## config.mk

```make
export PLATFORM = sky130hd
export DESIGN_NAME = multichannel_led_fader
export DESIGN_NICKNAME = d
export VERILOG_FILES = /design/src/rtl/mlf_pkg.sv /design/src/rtl/mlf_ramp_unit.sv /design/src/rtl/mlf_out_reg.sv /design/src/rtl/multichannel_led_fader.sv
export VERILOG_INCLUDE_DIRS = /design/src /design/src/rtl
export SDC_FILE = /design/constraint.sdc
export NUM_CORES = 1
export LEC_CHECK = 0
export ABC_CLOCK_PERIOD_IN_PS = 4200
export BUFFER_PORTS_ARGS = -buffer_cell sky130_fd_sc_hd__buf_4
export CORE_MARGIN = 4
export CORE_UTILIZATION = 40
export CTS_CLUSTER_SIZE = 12
export DETAILED_ROUTE_END_ITERATION = 8
export SLEW_MARGIN = 20
export SYNTH_ARGS = -nofsm -noshare
export SYNTH_HDL_FRONTEND = slang
export SYNTH_SLANG_ARGS = --single-unit
```

## constraint.sdc

```tcl
create_clock -name clk -period 4.2 [get_ports clk]
set_input_delay 0.21 -clock clk [delete_from_list [all_inputs] [get_ports clk]]
set_output_delay 0.21 -clock clk [all_outputs]
set_load 0.1 [all_outputs]
```

## src/rtl/multichannel_led_fader_assert.svh

```systemverilog
// Assertion macros used by the fader top level.
`ifndef MULTICHANNEL_LED_FADER_ASSERT_SVH
`define MULTICHANNEL_LED_FADER_ASSERT_SVH

// Check a property on every rising clock edge outside reset.
`define MLF_ASSERT(label, prop, msg) \
	label: assert property (@(posedge clk) disable iff (!arst_n) (prop)) else $error(msg);

// Check that a condition implies a consequence in the same cycle.
`define MLF_ASSERT_IMPLY(label, cond, conseq, msg) \
	label: assert property (@(posedge clk) disable iff (!arst_n) (cond) |-> (conseq)) \
		else $error(msg);

`endif

```

## src/rtl/mlf_pkg.sv

```systemverilog
// Shared constants and types of the multichannel LED fader.
package mlf_pkg;

	localparam int CHANNELS = 32;
	localparam int IDX_W = (CHANNELS > 1) ? $clog2(CHANNELS) : 1;

	localparam int KIND_W = 2;
	localparam int CH_W = 6;
	localparam int LVL_W = 8;
	localparam int GREY_W = 12;
	localparam int GREY_SHIFT = 4;
	localparam int CFG_IDX_W = 1;

	localparam logic [LVL_W-1:0] LEVEL_MAX = 8'hFF;
	localparam logic [LVL_W-1:0] STEP_RESET = 8'd16;

	typedef enum logic [KIND_W-1:0] {
		KIND_TICK   = 2'd0,
		KIND_TARGET = 2'd1,
		KIND_LEVEL  = 2'd2,
		KIND_UNUSED = 2'd3
	} kind_t;

	typedef enum logic [CFG_IDX_W-1:0] {
		CFG_FADE_STEP   = 1'b0,
		CFG_FADE_ENABLE = 1'b1
	} cfg_idx_t;

	// Result of one pass through the ramp unit.
	typedef struct packed {
		logic             changed;
		logic [LVL_W-1:0] level;
	} ramp_t;

	// Result handed to the output register.
	typedef struct packed {
		logic              load;
		logic [CH_W-1:0]   channel;
		logic [GREY_W-1:0] greyscale;
		logic              last;
	} out_req_t;

endpackage

```

## src/rtl/mlf_ramp_unit.sv

```systemverilog
// Shared saturating ramp unit: one channel's next level per use.
module mlf_ramp_unit (
	input  logic [mlf_pkg::LVL_W-1:0] level,
	input  logic                      target_on,
	input  logic [mlf_pkg::LVL_W-1:0] step,
	output mlf_pkg::ramp_t            result
);
	import mlf_pkg::*;

	logic [LVL_W:0] sum;

	assign sum = {1'b0, level} + {1'b0, step};

	always_comb begin
		result = '0;
		if (target_on) begin
			result.changed = (level != LEVEL_MAX);
			result.level = sum[LVL_W] ? LEVEL_MAX : sum[LVL_W-1:0];
		end else begin
			result.changed = (level != '0);
			result.level = (level > step) ? (level - step) : '0;
		end
	end

endmodule

```

## src/rtl/mlf_out_reg.sv

```systemverilog
// Output register of the result stream.
module mlf_out_reg (
	input  logic                        clk,
	input  logic                        arst_n,
	input  mlf_pkg::out_req_t           req,
	output logic                        can_load,
	output logic                        m_tvalid,
	input  logic                        m_tready,
	output logic [23:0]                 m_tdata,
	output logic                        m_tlast
);
	import mlf_pkg::*;

	logic              valid_q;
	logic [CH_W-1:0]   ch_q;
	logic [GREY_W-1:0] grey_q;
	logic              last_q;

	assign can_load = !valid_q || m_tready;

	always_ff @(posedge clk or negedge arst_n) begin
		if (!arst_n) begin
			valid_q <= 1'b0;
		end else if (can_load) begin
			valid_q <= req.load;
		end
	end

	always_ff @(posedge clk) begin
		if (can_load && req.load) begin
			ch_q <= req.channel;
			grey_q <= req.greyscale;
			last_q <= req.last;
		end
	end

	assign m_tvalid = valid_q;
	assign m_tdata = {{(24 - GREY_W - CH_W){1'b0}}, grey_q, ch_q};
	assign m_tlast = last_q;

endmodule

```

## src/rtl/multichannel_led_fader.sv

```systemverilog
// Top level of the multichannel LED fader: channel state, sequencer, ports.
// A target transaction leaves the sequencer idle; a level transaction passes through the
// flush state, which loads its result into the output register. A tick sweeps the channels,
// one channel per cycle through the shared ramp unit while the result stream does not stall,
// then flushes the last changed channel, if any; the block takes no input while a tick is running.
// Reset (arst_n low, asynchronous): targets off, levels 255, fade_step 16, fading on.
module multichannel_led_fader (
	input  logic                               clk,
	input  logic                               arst_n,
	// Input stream
	input  logic                               s_tvalid,
	output logic                               s_tready,
	input  logic [15:0]                        s_tdata,  // channel[5:0], value[13:6]
	input  logic [mlf_pkg::KIND_W-1:0]         s_tuser,  // kind[1:0]
	// Result stream
	output logic                               m_tvalid,
	input  logic                               m_tready,
	output logic [23:0]                        m_tdata,  // out_channel[5:0], greyscale[17:6]
	output logic                               m_tlast,
	// Configuration writes
	input  logic                               cfg_valid,
	output logic                               cfg_ready,
	input  logic [mlf_pkg::CFG_IDX_W-1:0]      cfg_index,
	input  logic [mlf_pkg::LVL_W-1:0]          cfg_data
);
	import mlf_pkg::*;

	`include "multichannel_led_fader_assert.svh"

	typedef enum logic [2:0] {
		ST_IDLE  = 3'b001,
		ST_SCAN  = 3'b010,
		ST_FLUSH = 3'b100
	} state_t;

	state_t            state_q, state_d;
	logic [IDX_W-1:0]  idx_q;
	logic              pend_valid_q;
	logic [CH_W-1:0]   pend_ch_q;
	logic [LVL_W-1:0]  pend_lvl_q;
	logic [LVL_W-1:0]  fade_step_q;
	logic              fade_enable_q;
	logic              target_q [CHANNELS];
	logic [LVL_W-1:0]  level_q  [CHANNELS];

	kind_t             in_kind;
	logic [CH_W-1:0]   in_ch;
	logic [LVL_W-1:0]  in_val;
	logic              in_accept;
	logic              in_ch_ok;
	logic [IDX_W-1:0]  in_idx;

	ramp_t             ramp;
	logic              need_push;
	logic              scan_adv;
	logic              scan_end;
	logic              out_can_load;
	out_req_t          out_req;

	// Unpack the input transaction
	assign in_kind = kind_t'(s_tuser);
	assign in_ch = s_tdata[CH_W-1:0];
	assign in_val = s_tdata[CH_W +: LVL_W];
	assign in_idx = in_ch[IDX_W-1:0];
	assign in_ch_ok = ({1'b0, in_ch} < (CH_W + 1)'(CHANNELS));

	assign s_tready = (state_q == ST_IDLE);
	assign in_accept = s_tvalid && s_tready;
	assign cfg_ready = 1'b1;

	// One channel per cycle through the shared ramp unit, unless the sweep stalls
	mlf_ramp_unit u_ramp (
		.level     (level_q[idx_q]),
		.target_on (target_q[idx_q]),
		.step      (fade_step_q),
		.result    (ramp)
	);

	// A changed channel must first retire the pending result; stall when the
	// output register cannot take it.
	assign need_push = ramp.changed && pend_valid_q;
	assign scan_adv = !need_push || out_can_load;
	assign scan_end = (idx_q == IDX_W'(CHANNELS - 1));

	always_comb begin
		out_req = '0;
		out_req.channel = pend_ch_q;
		out_req.greyscale = GREY_W'(pend_lvl_q) << GREY_SHIFT;
		out_req.last = (state_q == ST_FLUSH);
		case (state_q)
			ST_SCAN:  out_req.load = need_push && scan_adv;
			ST_FLUSH: out_req.load = 1'b1;
			default:  out_req.load = 1'b0;
		endcase
	end

	always_comb begin
		state_d = state_q;
		case (state_q)
			ST_IDLE: begin
				if (in_accept) begin
					if (in_kind == KIND_LEVEL && in_ch_ok) begin
						state_d = ST_FLUSH;
					end else if (in_kind == KIND_TICK && fade_enable_q) begin
						state_d = ST_SCAN;
					end
				end
			end
			ST_SCAN: begin
				if (scan_adv && scan_end) begin
					state_d = (pend_valid_q || ramp.changed) ? ST_FLUSH : ST_IDLE;
				end
			end
			ST_FLUSH: begin
				if (out_can_load) begin
					state_d = ST_IDLE;
				end
			end
			default: state_d = ST_IDLE;
		endcase
	end

	// Sequencer control
	always_ff @(posedge clk or negedge arst_n) begin
		if (!arst_n) begin
			state_q <= ST_IDLE;
			idx_q <= '0;
			pend_valid_q <= 1'b0;
		end else begin
			state_q <= state_d;
			case (state_q)
				ST_IDLE: begin
					idx_q <= '0;
					if (in_accept && in_kind == KIND_LEVEL && in_ch_ok) begin
						pend_valid_q <= 1'b1;
					end
				end
				ST_SCAN: begin
					if (scan_adv) begin
						idx_q <= idx_q + 1'b1;
						if (ramp.changed) begin
							pend_valid_q <= 1'b1;
						end
					end
				end
				ST_FLUSH: begin
					if (out_can_load) begin
						pend_valid_q <= 1'b0;
					end
				end
				default: pend_valid_q <= 1'b0;
			endcase
		end
	end

	// Hold the result that waits to learn whether it closes the run
	always_ff @(posedge clk) begin
		if (state_q == ST_IDLE && in_accept) begin
			pend_ch_q <= in_ch;
			pend_lvl_q <= in_val;
		end else if (state_q == ST_SCAN && scan_adv && ramp.changed) begin
			pend_ch_q <= CH_W'(idx_q);
			pend_lvl_q <= ramp.level;
		end
	end

	// Channel state
	always_ff @(posedge clk or negedge arst_n) begin
		if (!arst_n) begin
			for (int i = 0; i < CHANNELS; i++) begin
				target_q[i] <= 1'b0;
				level_q[i] <= LEVEL_MAX;
			end
		end else if (state_q == ST_IDLE) begin
			if (in_accept && in_ch_ok) begin
				if (in_kind == KIND_TARGET) begin
					target_q[in_idx] <= (in_val != '0);
				end else if (in_kind == KIND_LEVEL) begin
					level_q[in_idx] <= in_val;
				end
			end
		end else if (state_q == ST_SCAN && scan_adv && ramp.changed) begin
			level_q[idx_q] <= ramp.level;
		end
	end

	// Configuration registers
	always_ff @(posedge clk or negedge arst_n) begin
		if (!arst_n) begin
			fade_step_q <= STEP_RESET;
			fade_enable_q <= 1'b1;
		end else if (cfg_valid && cfg_ready) begin
			case (cfg_idx_t'(cfg_index))
				CFG_FADE_STEP:   fade_step_q <= cfg_data;
				CFG_FADE_ENABLE: fade_enable_q <= cfg_data[0];
				default:         fade_step_q <= fade_step_q;
			endcase
		end
	end

	mlf_out_reg u_out (
		.clk      (clk),
		.arst_n   (arst_n),
		.req      (out_req),
		.can_load (out_can_load),
		.m_tvalid (m_tvalid),
		.m_tready (m_tready),
		.m_tdata  (m_tdata),
		.m_tlast  (m_tlast)
	);

	// Nothing may wait in the pending slot once the sequencer is idle.
	`MLF_ASSERT_IMPLY(a_idle_no_pending, state_q == ST_IDLE, !pend_valid_q, "idle with pending")
	// The flush state always has a result to close the run.
	`MLF_ASSERT(a_flush_has_pending, state_q != ST_FLUSH || pend_valid_q, "empty flush")
	// The sweep stalls only to retire a pending result into a full output register.
	`MLF_ASSERT_IMPLY(a_stall_cause, !scan_adv, pend_valid_q && m_tvalid && !m_tready, "bad stall")

endmodule

```

* Yosys cells after proc, flatten, opt, wreduce, memory -nomap -nowiden
Cells that the tools add are included.
** Word-level totals
- Flip-flop bits (word level) :: 336
- Input bits :: 32
- Output and inout bits :: 28
- Logic and storage cells :: 179
** Cells by class
- Add/sub/neg operators :: 3
- Magnitude comparators :: 6
- Equality and inequality tests :: 17
- Multiplexer cells :: 42
- Bitwise logic cells :: 3
- Reductions and logical operators :: 33
** Operators with widths (number)
- 256-bit 2-to-1 mux :: 5
- 256-bit bitwise mux :: 2
- 8-bit demux with 5-bit select :: 2
- 8-bit 2-to-1 mux :: 8
- 8-bit binary-select mux with 5-bit select :: 1
- 32-bit bitwise mux :: 1
- 3-bit 2-to-1 mux :: 6
- 8-bit nonzero test :: 2
- 1-bit logical AND :: 15
- 6-bit >= comparator (second input constant) :: 2
- 6-bit by 1-bit less-than comparator with 1-bit output (second input constant) :: 2
- 6-bit 2-to-1 mux :: 2
- 5-bit NOT with 6-bit output :: 2
- 4-bit AND reduction :: 3
- 2-bit inequality test (second input constant) :: 5
- 5-bit case mux with 2 select lines :: 1
- 8-bit by 8-bit adder with 9-bit output :: 1
- 9-bit 2-to-1 mux :: 1
- 3-bit case mux with 3 select lines :: 1
- 8-bit > comparator :: 1
- 2-bit by 1-bit inequality test with 1-bit output (second input constant) :: 4
- 8-bit inequality test (second input constant) :: 1
- 8-bit subtractor :: 1
- 1-bit 2-to-1 mux :: 7
- other kinds (21) :: 28

* Logic depth before layout (Yosys ltp)
Gate-level depths: netlist (run 1).
- Depth after elaboration :: 14
- Gate-level depth with buffers :: 20
- Gate-level depth less buffers :: 16

* By module
Synthesis (run 1) repeated with hierarchy kept, for this count alone.
** Unflattened totals
- Cells, all modules :: 1587
- Area total of the unflattened synthesis :: 19548.7 um2
** By module, submodules not included
- multichannel_led_fader :: instances 1, cells an instance 1429, area each 17835.9 um2, seq. area each 8401.8 um2
- mlf_ramp_unit :: instances 1, cells an instance 128, area each 1039.7 um2, seq. area each 0.0 um2
- mlf_out_reg :: instances 1, cells an instance 30, area each 673.1 um2, seq. area each 595.6 um2

* Least setup slack after synthesis (run 1)
No wires, ideal clock.
- Path kind :: register to register
- Start :: register idx_q[1]
- End :: register pend_lvl_q[7], data pin
- Setup time :: 0.268 ns
- Arrival :: 4.002 ns
- Path slack :: -0.070 ns
- Stages on the path, launching flop included :: 21
- Path buffers :: 5
- Clock period less this slack :: 4.270 ns
- Cell sequence :: dfrtp_1 buf_2 buf_2 clkbuf_1 mux4_2 a22oi_1 nand4_1 inv_1 ha_1 inv_1 fa_1 a21oi_1 o21bai_1 a41oi_1 a21oi_1 or2_2 clkbuf_1 o31a_1 o311ai_1 clkbuf_1 o21ai_0
** On the way
- Longest elaborated chain between the ends :: 9
- Elaborated cells between the ends (all ways) :: 15
** Ends and longest elaborated chain
- start, declared :: line multichannel_led_fader.sv:37 : logic [IDX_W-1:0] idx_q;
- start signal, assigned :: line multichannel_led_fader.sv:140 : idx_q <= idx_q + 1'b1;
- 5-bit NOT with 6-bit output (not written as such) * :: line multichannel_led_fader.sv:73, multichannel_led_fader.sv:74
- 8-bit binary-select mux with 5-bit select :: line multichannel_led_fader.sv:73 : .level (level_q[idx_q]),
- 8-bit 2-to-1 mux (not written as such) (2 in a row) :: line multichannel_led_fader.sv:73
- 8-bit subtractor (tied with other cells) :: line mlf_ramp_unit.sv:21 : result.level = (level > step) ? (level - step) : '0;
- 8-bit 2-to-1 mux (on tied branches) :: line mlf_ramp_unit.sv:21, mlf_ramp_unit.sv:18
- 9-bit 2-to-1 mux * :: line mlf_ramp_unit.sv:16 : if (target_on) begin
- 8-bit 2-to-1 mux * :: line multichannel_led_fader.sv:161 : end else if (state_q == ST_SCAN && scan_adv && ramp.changed) begin
- 8-bit 2-to-1 mux * :: line multichannel_led_fader.sv:158 : if (state_q == ST_IDLE && in_accept) begin
- end signal, assigned :: line multichannel_led_fader.sv:160 : pend_lvl_q <= in_val;
- end signal, assigned :: line multichannel_led_fader.sv:163 : pend_lvl_q <= ramp.level;
- end, declared :: line multichannel_led_fader.sv:40 : logic [LVL_W-1:0] pend_lvl_q;
Mark *: on every way between the ends. The rest lies on a longest branch, timed or not. The select of a mux whose other input is x is not followed.
A chain may end at the register's enable or synchronous reset.

* Final worst setup path (run 1)
- Start :: register idx_q[0]
- End :: register level_q[175] (netlist name)
** On the way
- Longest elaborated chain between the ends :: 13
- Elaborated cells between the ends (all ways) :: 30
** Ends and longest elaborated chain
- 5-bit NOT with 6-bit output (not written as such) * :: line multichannel_led_fader.sv:73, multichannel_led_fader.sv:74, multichannel_led_fader.sv:183
- branches (longest 12 deep; another with 8-bit subtractor)
- end signal, assigned by index :: line multichannel_led_fader.sv:179 : level_q[in_idx] <= in_val;
- end signal, assigned by index :: line multichannel_led_fader.sv:183 : level_q[idx_q] <= ramp.level;
- end, declared :: line multichannel_led_fader.sv:44 : logic [LVL_W-1:0] level_q [CHANNELS];
Mark *: on every way between the ends. The select of a mux whose other input is x is not followed.

==> qor.txt, run 1 <==
Root Buffer: clkbuf_16
min-delay worst type: input pin to flip-flop
Yosys cell types: 81
CTS Buffer Depth: 3
Adder-Cell Fraction of Synth Area: 1.588%
final worst-path cycle share: 101.4%
PwrDens: 726.7 nW/µm²
Inst Count DP: 2760
Setup CP Type: flip-flop to flip-flop
CTS tree: done
Cells after Synth: 2002
Post-synth EDFFs: 29
Iter 0 DRT Violations: 2996
synth warn: 0
Final Wtd Congestion: 1.026
max_cap viols: 0
Synth Area in Compound Gates: 26.64%
vias in the first global route: 18168
Final min period: 4.259 ns
sequential fraction of the synthesis area: 44.70%
crit-path max FO: 6
VDD IR-drop max: 425.9 µV
Core Util, Final: 52.65%
relative slew slack: 17.36%
largest family of logic cells by synthesized area: compound AO/OA/AOI/OAI gates
first-pass GRT wire length: 120.1 mm
final WL: 83.02 mm
wire per inst: 28.42 µm
core area: 49050 µm²
# rows: 81
leading cell type in the layout, fill and taps excluded: buf_4
Clk pin slew, worst setup/hold paths: 0.07 ns
Leakage: 9.978 nW
initial antenna violation count: 0
IO Count: 60
Clock Skew: 0.02515 ns
Via Count: 19249
Via density: 6.590
Die W: 230.8 µm
XOR/XNOR Fraction of Synth Area: 0%
Clock Sinks: 336
total track usage: 29.52%
worst slew pin tran: 1.235 ns
area of the die: 53280 µm²
CP Launch Type: flip-flop
final worst slack: -0.05858 ns
Synth Register Bits: 336
final std cells w/o fill: 2921
Area Overhead vs Synth: 30.03%
synthesized cell area: 19860 µm²
Port Buffers: 46
setup TNS: -0.4021 ns
DR pass1 iterations: 6
Inserted Diodes: 0
Post-Synth Simple-Gate Area: 10.72%
status: finished, violations left
FFs w/ async S/R, synth: 91.37%
largest net degree at the start of global routing: 97
count of final max-slew check failures: 0
pre-CTS setup slack: -0.5431 ns
H-tree Lvls: 2
max frequency: 234.8 MHz
Final Hold Vio Count: 0
Antenna Violating Nets Remaining: 0
GRT Residual Overflow: 0
Starting Density: 40.49%
Mean Syn Cell Area: 9.920 µm²
dominant synthesized flop cell: dfstp_2
Critical Path AT: 4.72 ns
die height: 230.8 µm
mux contribution to synthesized area: 8.877%
clock buffer count from CTS: 41
most frequent cells in the layout: 284 x buf_4, 259 x dfstp_2, 231 x nand2_1, 146 x a21oi_1, 129 x o22ai_1
Post-route DRC: 0
Final HPWL DP: 54.92 mm
violations in the final reports: setup timing
CP endpoint kind: flip-flop
Final setup viols: 17
share of layout cells above drive strength 1: 40.58%
RSZ-0062 raised after global routing: true
Worst-Skew Late Latency: 0.58 ns
# fillers: 4281
Layout Nets: 2281
Worst EP required: 4.66 ns
[power by group]
group	internal, mW	switching (mW)
clock network	2.11	1.47
registers	4.16	0.307
logic	4.57	6.14
total	10.8	7.92
[path summary, 6_finish.rpt]
path                          startpoint          endpoint  slack, ns  cells after the start
setup / recovery                idx_q[0]      level_q[175]      -0.06                     19
hold / removal                s_tdata[1]      pend_ch_q[1]       0.04                      3
setup reg to reg                idx_q[0]      level_q[175]      -0.06                     19
hold reg to reg            pend_lvl_q[6]  u_out.grey_q[10]       0.41                      0
max in group asynchronous         arst_n       level_q[60]       2.89                      3
min in group asynchronous         arst_n      target_q[29]       0.26                      2
[what timing repair did]
action                     4_1_cts  5_1_grt
setup endpoints to repair      283      257
hold endpoints to repair        31        0
hold buffers                    22        0
gates resized for setup         95      125
cloned                           3        7
buffers inserted                24       33
pin swaps                       26       67
[layer usage]
layer	vias to the layer above	global-route usage [%]	wire length [µm]
met2	1278	44.83	36660
met3	303	7.034	9539
met5	-	0	0
met1	9541	39.70	31730
met4	0	14.47	5094
li1	8127	-	-
[synth_stat cells, drive strengths merged (19+ instances only)]
cell / number / area [µm²]
and3: 23 / 143.9
inv: 121 / 454.2
dfrtp: 48 / 1201
nand2: 238 / 893.4
o21ai: 44 / 220.2
clkbuf: 122 / 459.2
mux4: 40 / 900.9
edfxtp: 29 / 870.8
nor2: 67 / 251.5
dfstp: 259 / 6805
a222oi: 75 / 750.7
a21oi: 154 / 770.7
buf: 83 / 563.0
ha: 22 / 275.3
nand3: 19 / 95.09
o22ai: 153 / 963.4
mux2i: 67 / 670.6
a31oi: 145 / 907.1
[critical path: stages, from the launching register on]
cell      delay, ns
dfrtp_4        0.53
buf_12         0.16
buf_12         0.14
buf_6          0.12
mux4_2         0.48
a22oi_2        0.22
nand4_1        0.19
buf_4          0.20
ha_4           0.26
o21bai_2       0.17
a211oi_2       0.12
o21ai_2        0.17
nand2_2        0.11
buf_6          0.14
and3_1         0.16
o21ai_2        0.15
o311ai_4       0.14
buf_12         0.17
buf_12         0.14
a222oi_1       0.35
[cells by family (layout without fill, tap and decap cells)]
kind of cell	after synthesis	after routing
adders and majority gates	24	24
and+or+nand+nor	450	450
other	2	11
AOI/OAI and AO/OA	740	741
buffers and inverters	326	571
DFF	336	336
muxes	124	124
[cell type report]
cell class                 instances  area, µm²  area share, %
clock buffer                      64       1215          4.705
multi-input combinational       1350      10720          41.50
sequential                       336       8885          34.41
inverter                         121      457.9          1.773
timing repair buffer             375       3601          13.94
clock inverter                    11      116.4         0.4506
tap                              664      830.8          3.217
[per-stage QoR]
stage                     hold WS, ns  area [µm²]  power [mW]
final                         0.03772       25820       18.76
after global routing          0.07324       25820       19.30
after CTS                     0.01326       24640       17.27
after detailed placement       0.3167       22290       12.49
after global placement         0.3157       22260       12.41
after floorplan              -0.08559       19900       8.314
[flip-flops by register name, summed over array words and instances, names as in the netlist]
signal,count
pend_valid_q,1
state_q,3
fade_enable_q,1
pend_lvl_q,8
target_q,32
u_out.m_tlast,1
fade_step_q,8
level_q,256
u_out.m_tvalid,1
u_out.grey_q,8
pend_ch_q,6
idx_q,5
u_out.ch_q,6
(Power assumes the default switching activity.)
==> run 2, diff against run 1 <==
- SKIP_LAST_GASP: not set -> 1
==> run 2 against run 1 <==
Against the previous run:
- the flow still finishes with violations (setup timing)
- clock skew rose by 0.0038 ns
- final area barely moved
- critical path depth fell by 1
- critical path type unchanged
- largest cell class unchanged
==> qor.txt, run 2 (synthesis gave the netlist of run 1 again) <==
# rows: 81 (unchanged)
Final Wtd Congestion: 1.026 (unchanged)
Critical Path AT: 4.68 ns (was 4.72 ns)
Iter 0 DRT Violations: 3198 (was 2996)
delay-heaviest family, CP: simple AND/OR/NAND/NOR gates (was compound AO/OA/AOI/OAI gates)
Root Buffer: clkbuf_16 (unchanged)
worst r2r src: idx_q[0] (unchanged)
Clk pin slew, worst setup/hold paths: 0.07 ns (about the same)
Largest register FFs: 256 (unchanged)
DR pass1 iterations: 9 (was 6)
hold_ws: 0.04157 ns (was 0.03772 ns)
die height: 230.8 µm (unchanged)
final worst-path cycle share: 100.4% (was 101.4%)
# fillers: 4310 (was 4281)
total track usage: 29.54% (was 29.52%)
vias in the first global route: 18164 (was 18168)
CP Launch Type: flip-flop (unchanged)
status: finished, violations left (unchanged)
Clock Skew: 0.02894 ns (was 0.02515 ns)
Antenna Violating Nets Remaining: 0 (unchanged)
Largest Register: level_q (unchanged)
CTS Buffer Depth: 3 (unchanged)
most frequent cells in the layout: 283 x buf_4, 259 x dfstp_2, 230 x nand2_1, 146 x a21oi_1, 135 x a31oi_1 (was 284 x buf_4, 259 x dfstp_2, 231 x nand2_1, 146 x a21oi_1, 129 x o22ai_1)
HP Start: s_tdata[1] (unchanged)
Seq pwr share: 23.4% (was 23.8%)
final std cells w/o fill: 2928 (was 2921)
initial antenna violation count: 0 (unchanged)
final WL: 84.77 mm (was 83.02 mm)
Inserted Diodes: 0 (unchanged)
largest net degree at the start of global routing: 97 (unchanged)
Clock Sinks: 336 (unchanged)
wire per inst: 28.95 µm (was 28.42 µm)
Switching Fraction: 42.23% (was 42.20%)
clock buffer count from CTS: 41 (unchanged)
fin area: 25830 µm² (was 25820 µm²)
crit-path max FO: 8 (was 6)
combinational power share: 57.8% (was 57.1%)
min-delay worst type: input pin to flip-flop (unchanged)
power consumption: 19.13 mW (was 18.76 mW)
PwrDens: 740.7 nW/µm² (was 726.7 nW/µm²)
Via density: 6.653 (was 6.590)
Post-route DRC: 0 (unchanged)
final worst slack: -0.01867 ns (was -0.05858 ns)
Layout Nets: 2288 (was 2281)
core area: 49050 µm² (unchanged)
Int Power: 11.05 mW (was 10.85 mW)
max frequency: 237.0 MHz (was 234.8 MHz)
worst path bufs/invs: 7 (unchanged)
Leakage: 10.03 nW (was 9.978 nW)
Die W: 230.8 µm (unchanged)
critical-path cell list: buf_12 > buf_12 > buf_6 > or4bb_4 > o22ai_4 > nor4_4 > nand2_2 > ha_4 > buf_6 > buf_4 > or3_4 > o21ai_4 > a211oi_2 > o21ai_4 > o311ai_4 > buf_12 > buf_12 > a222oi_1 (was buf_12 > buf_12 > buf_6 > mux4_2 > a22oi_2 > nand4_1 > buf_4 > ha_4 > o21bai_2 > a211oi_2 > o21ai_2 > nand2_2 > buf_6 > and3_1 > o21ai_2 > o311ai_4 > buf_12 > buf_12 > a222oi_1)
max_cap viols: 0 (unchanged)
violations in the final reports: setup timing (unchanged)
Final Hold Vio Count: 0 (unchanged)
Port Buffers: 46 (unchanged)
Final HPWL DP: 54.92 mm (unchanged)
CP endpoint kind: flip-flop (unchanged)
Via Count: 19481 (was 19249)
pre-CTS setup slack: -0.5431 ns (unchanged)
Clk network pwr share: 18.8% (was 19.1%)
Setup CP Type: flip-flop to flip-flop (unchanged)
RSZ-0062 raised after global routing: true (unchanged)
Inst Count DP: 2760 (unchanged)
CP Launch Point: idx_q[0] (unchanged)
Final min period: 4.219 ns (was 4.259 ns)
first-pass GRT wire length: 120.2 mm (was 120.1 mm)
area of the die: 53280 µm² (unchanged)
leading cell type in the layout, fill and taps excluded: buf_4 (unchanged)
H-tree Lvls: 2 (unchanged)
CTS tree: done (unchanged)
Final setup viols: 1 (was 17)
worst-path cell with the longest stage delay: or4bb_4 (was dfrtp_4)
Psw: 8.078 mW (was 7.919 mW)
count of final max-slew check failures: 0 (unchanged)
Area Overhead vs Synth: 30.04% (was 30.03%)
largest registers: level_q (256), target_q (32) (unchanged)
VDD IR-drop max: 497.6 µV (was 425.9 µV)
Worst EP required: 4.66 ns (about the same)
IO Count: 60 (unchanged)
Worst-Skew Late Latency: 0.59 ns (was 0.58 ns)
crit-path max cell delay: 0.66 ns (was 0.53 ns)
share of layout cells above drive strength 1: 40.55% (was 40.58%)
worst slew pin tran: 1.204 ns (was 1.235 ns)
GRT Residual Overflow: 0 (unchanged)
Placement Cell Area: 22290 µm² (unchanged)
relative slew slack: 19.41% (was 17.36%)
Starting Density: 40.49% (unchanged)
critical path's most frequent cell: buf_12 (unchanged)
## run 2: changes by cell type in the layout (fill, tap and decap cells not counted), sizes merged
cell / before / now
o31a: 5 / 6
o32a: 10 / 11
buf: 346 / 348
clkbuf: 71 / 72
o32ai: 17 / 19
## run 2: tightest hold or removal path: cells and delay by family
family / cells / cell delay (ns)
AO/OA/AOI/OAI: 1 / 0.08
buffers and inverters: 1 / 0.14
AND/OR/NAND/NOR: 1 / 0.05
## run 2: path summary, 6_finish.rpt
check	depth (start not counted)	end	slack, ns
hold reg to reg	0	u_out.grey_q[10]	0.41
min in group asynchronous	2	target_q[31]	0.28
hold / removal	3	pend_ch_q[1]	0.04
setup reg to reg	18	level_q[167]	-0.02
setup / recovery	18	level_q[167]	-0.02
max in group asynchronous	3	level_q[60]	2.87
## run 2: what timing repair did
item | in CTS | in global routing
gates resized for setup | 93 | 127
hold buffers | 22 | 0
setup buffers | 24 | 35
pin swaps | 26 | 75
endpoints found under the setup margin | 283 | 257
cloned | 3 | 13
endpoints found under the hold margin | 31 | 0
## run 2: per-layer routing
| metal | vias to the layer above | track usage [%] | part of all wire (%) |
|---|---|---|---|
| met1 | 9637 | 40.01 | 39 |
| met5 | - | 0 | 0 |
| li1 | 8166 | - | - |
| met2 | 1385 | 45.28 | 44 |
| met3 | 293 | 6.454 | 12 |
| met4 | 0 | 13.81 | 5.6 |
## run 2: cell type report
cell class / instances / area [µm²] / share of cell area, %
multi-input combinational: 1354 / 10650 / 41.22
sequential: 336 / 8885 / 34.40
timing repair buffer: 378 / 3672 / 14.22
clock buffer: 64 / 1215 / 4.704
tap: 664 / 830.8 / 3.217
inverter: 121 / 460.4 / 1.783
clock inverter: 11 / 116.4 / 0.4506
## run 2: power groups by stage
stage | sequential, mW | clock, mW | combinational [mW]
after global routing | 4.53 | 3.76 | 11.4
after global placement | 4.52 | 0 | 7.89
after CTS | 4.46 | 3.62 | 9.21
final | 4.48 | 3.59 | 11.1
after detailed placement | 4.53 | 0 | 7.95
after floorplan | 4.48 | 0 | 3.83
## run 2: metrics by stage
step	utilization, %	setup TNS (ns)
final	52.65	-0.01867
after detailed placement	45.44	-93.43
after global placement	45.37	-85.60
after global routing	52.65	-4.502
after CTS	50.24	-0.2491
after floorplan	-	0
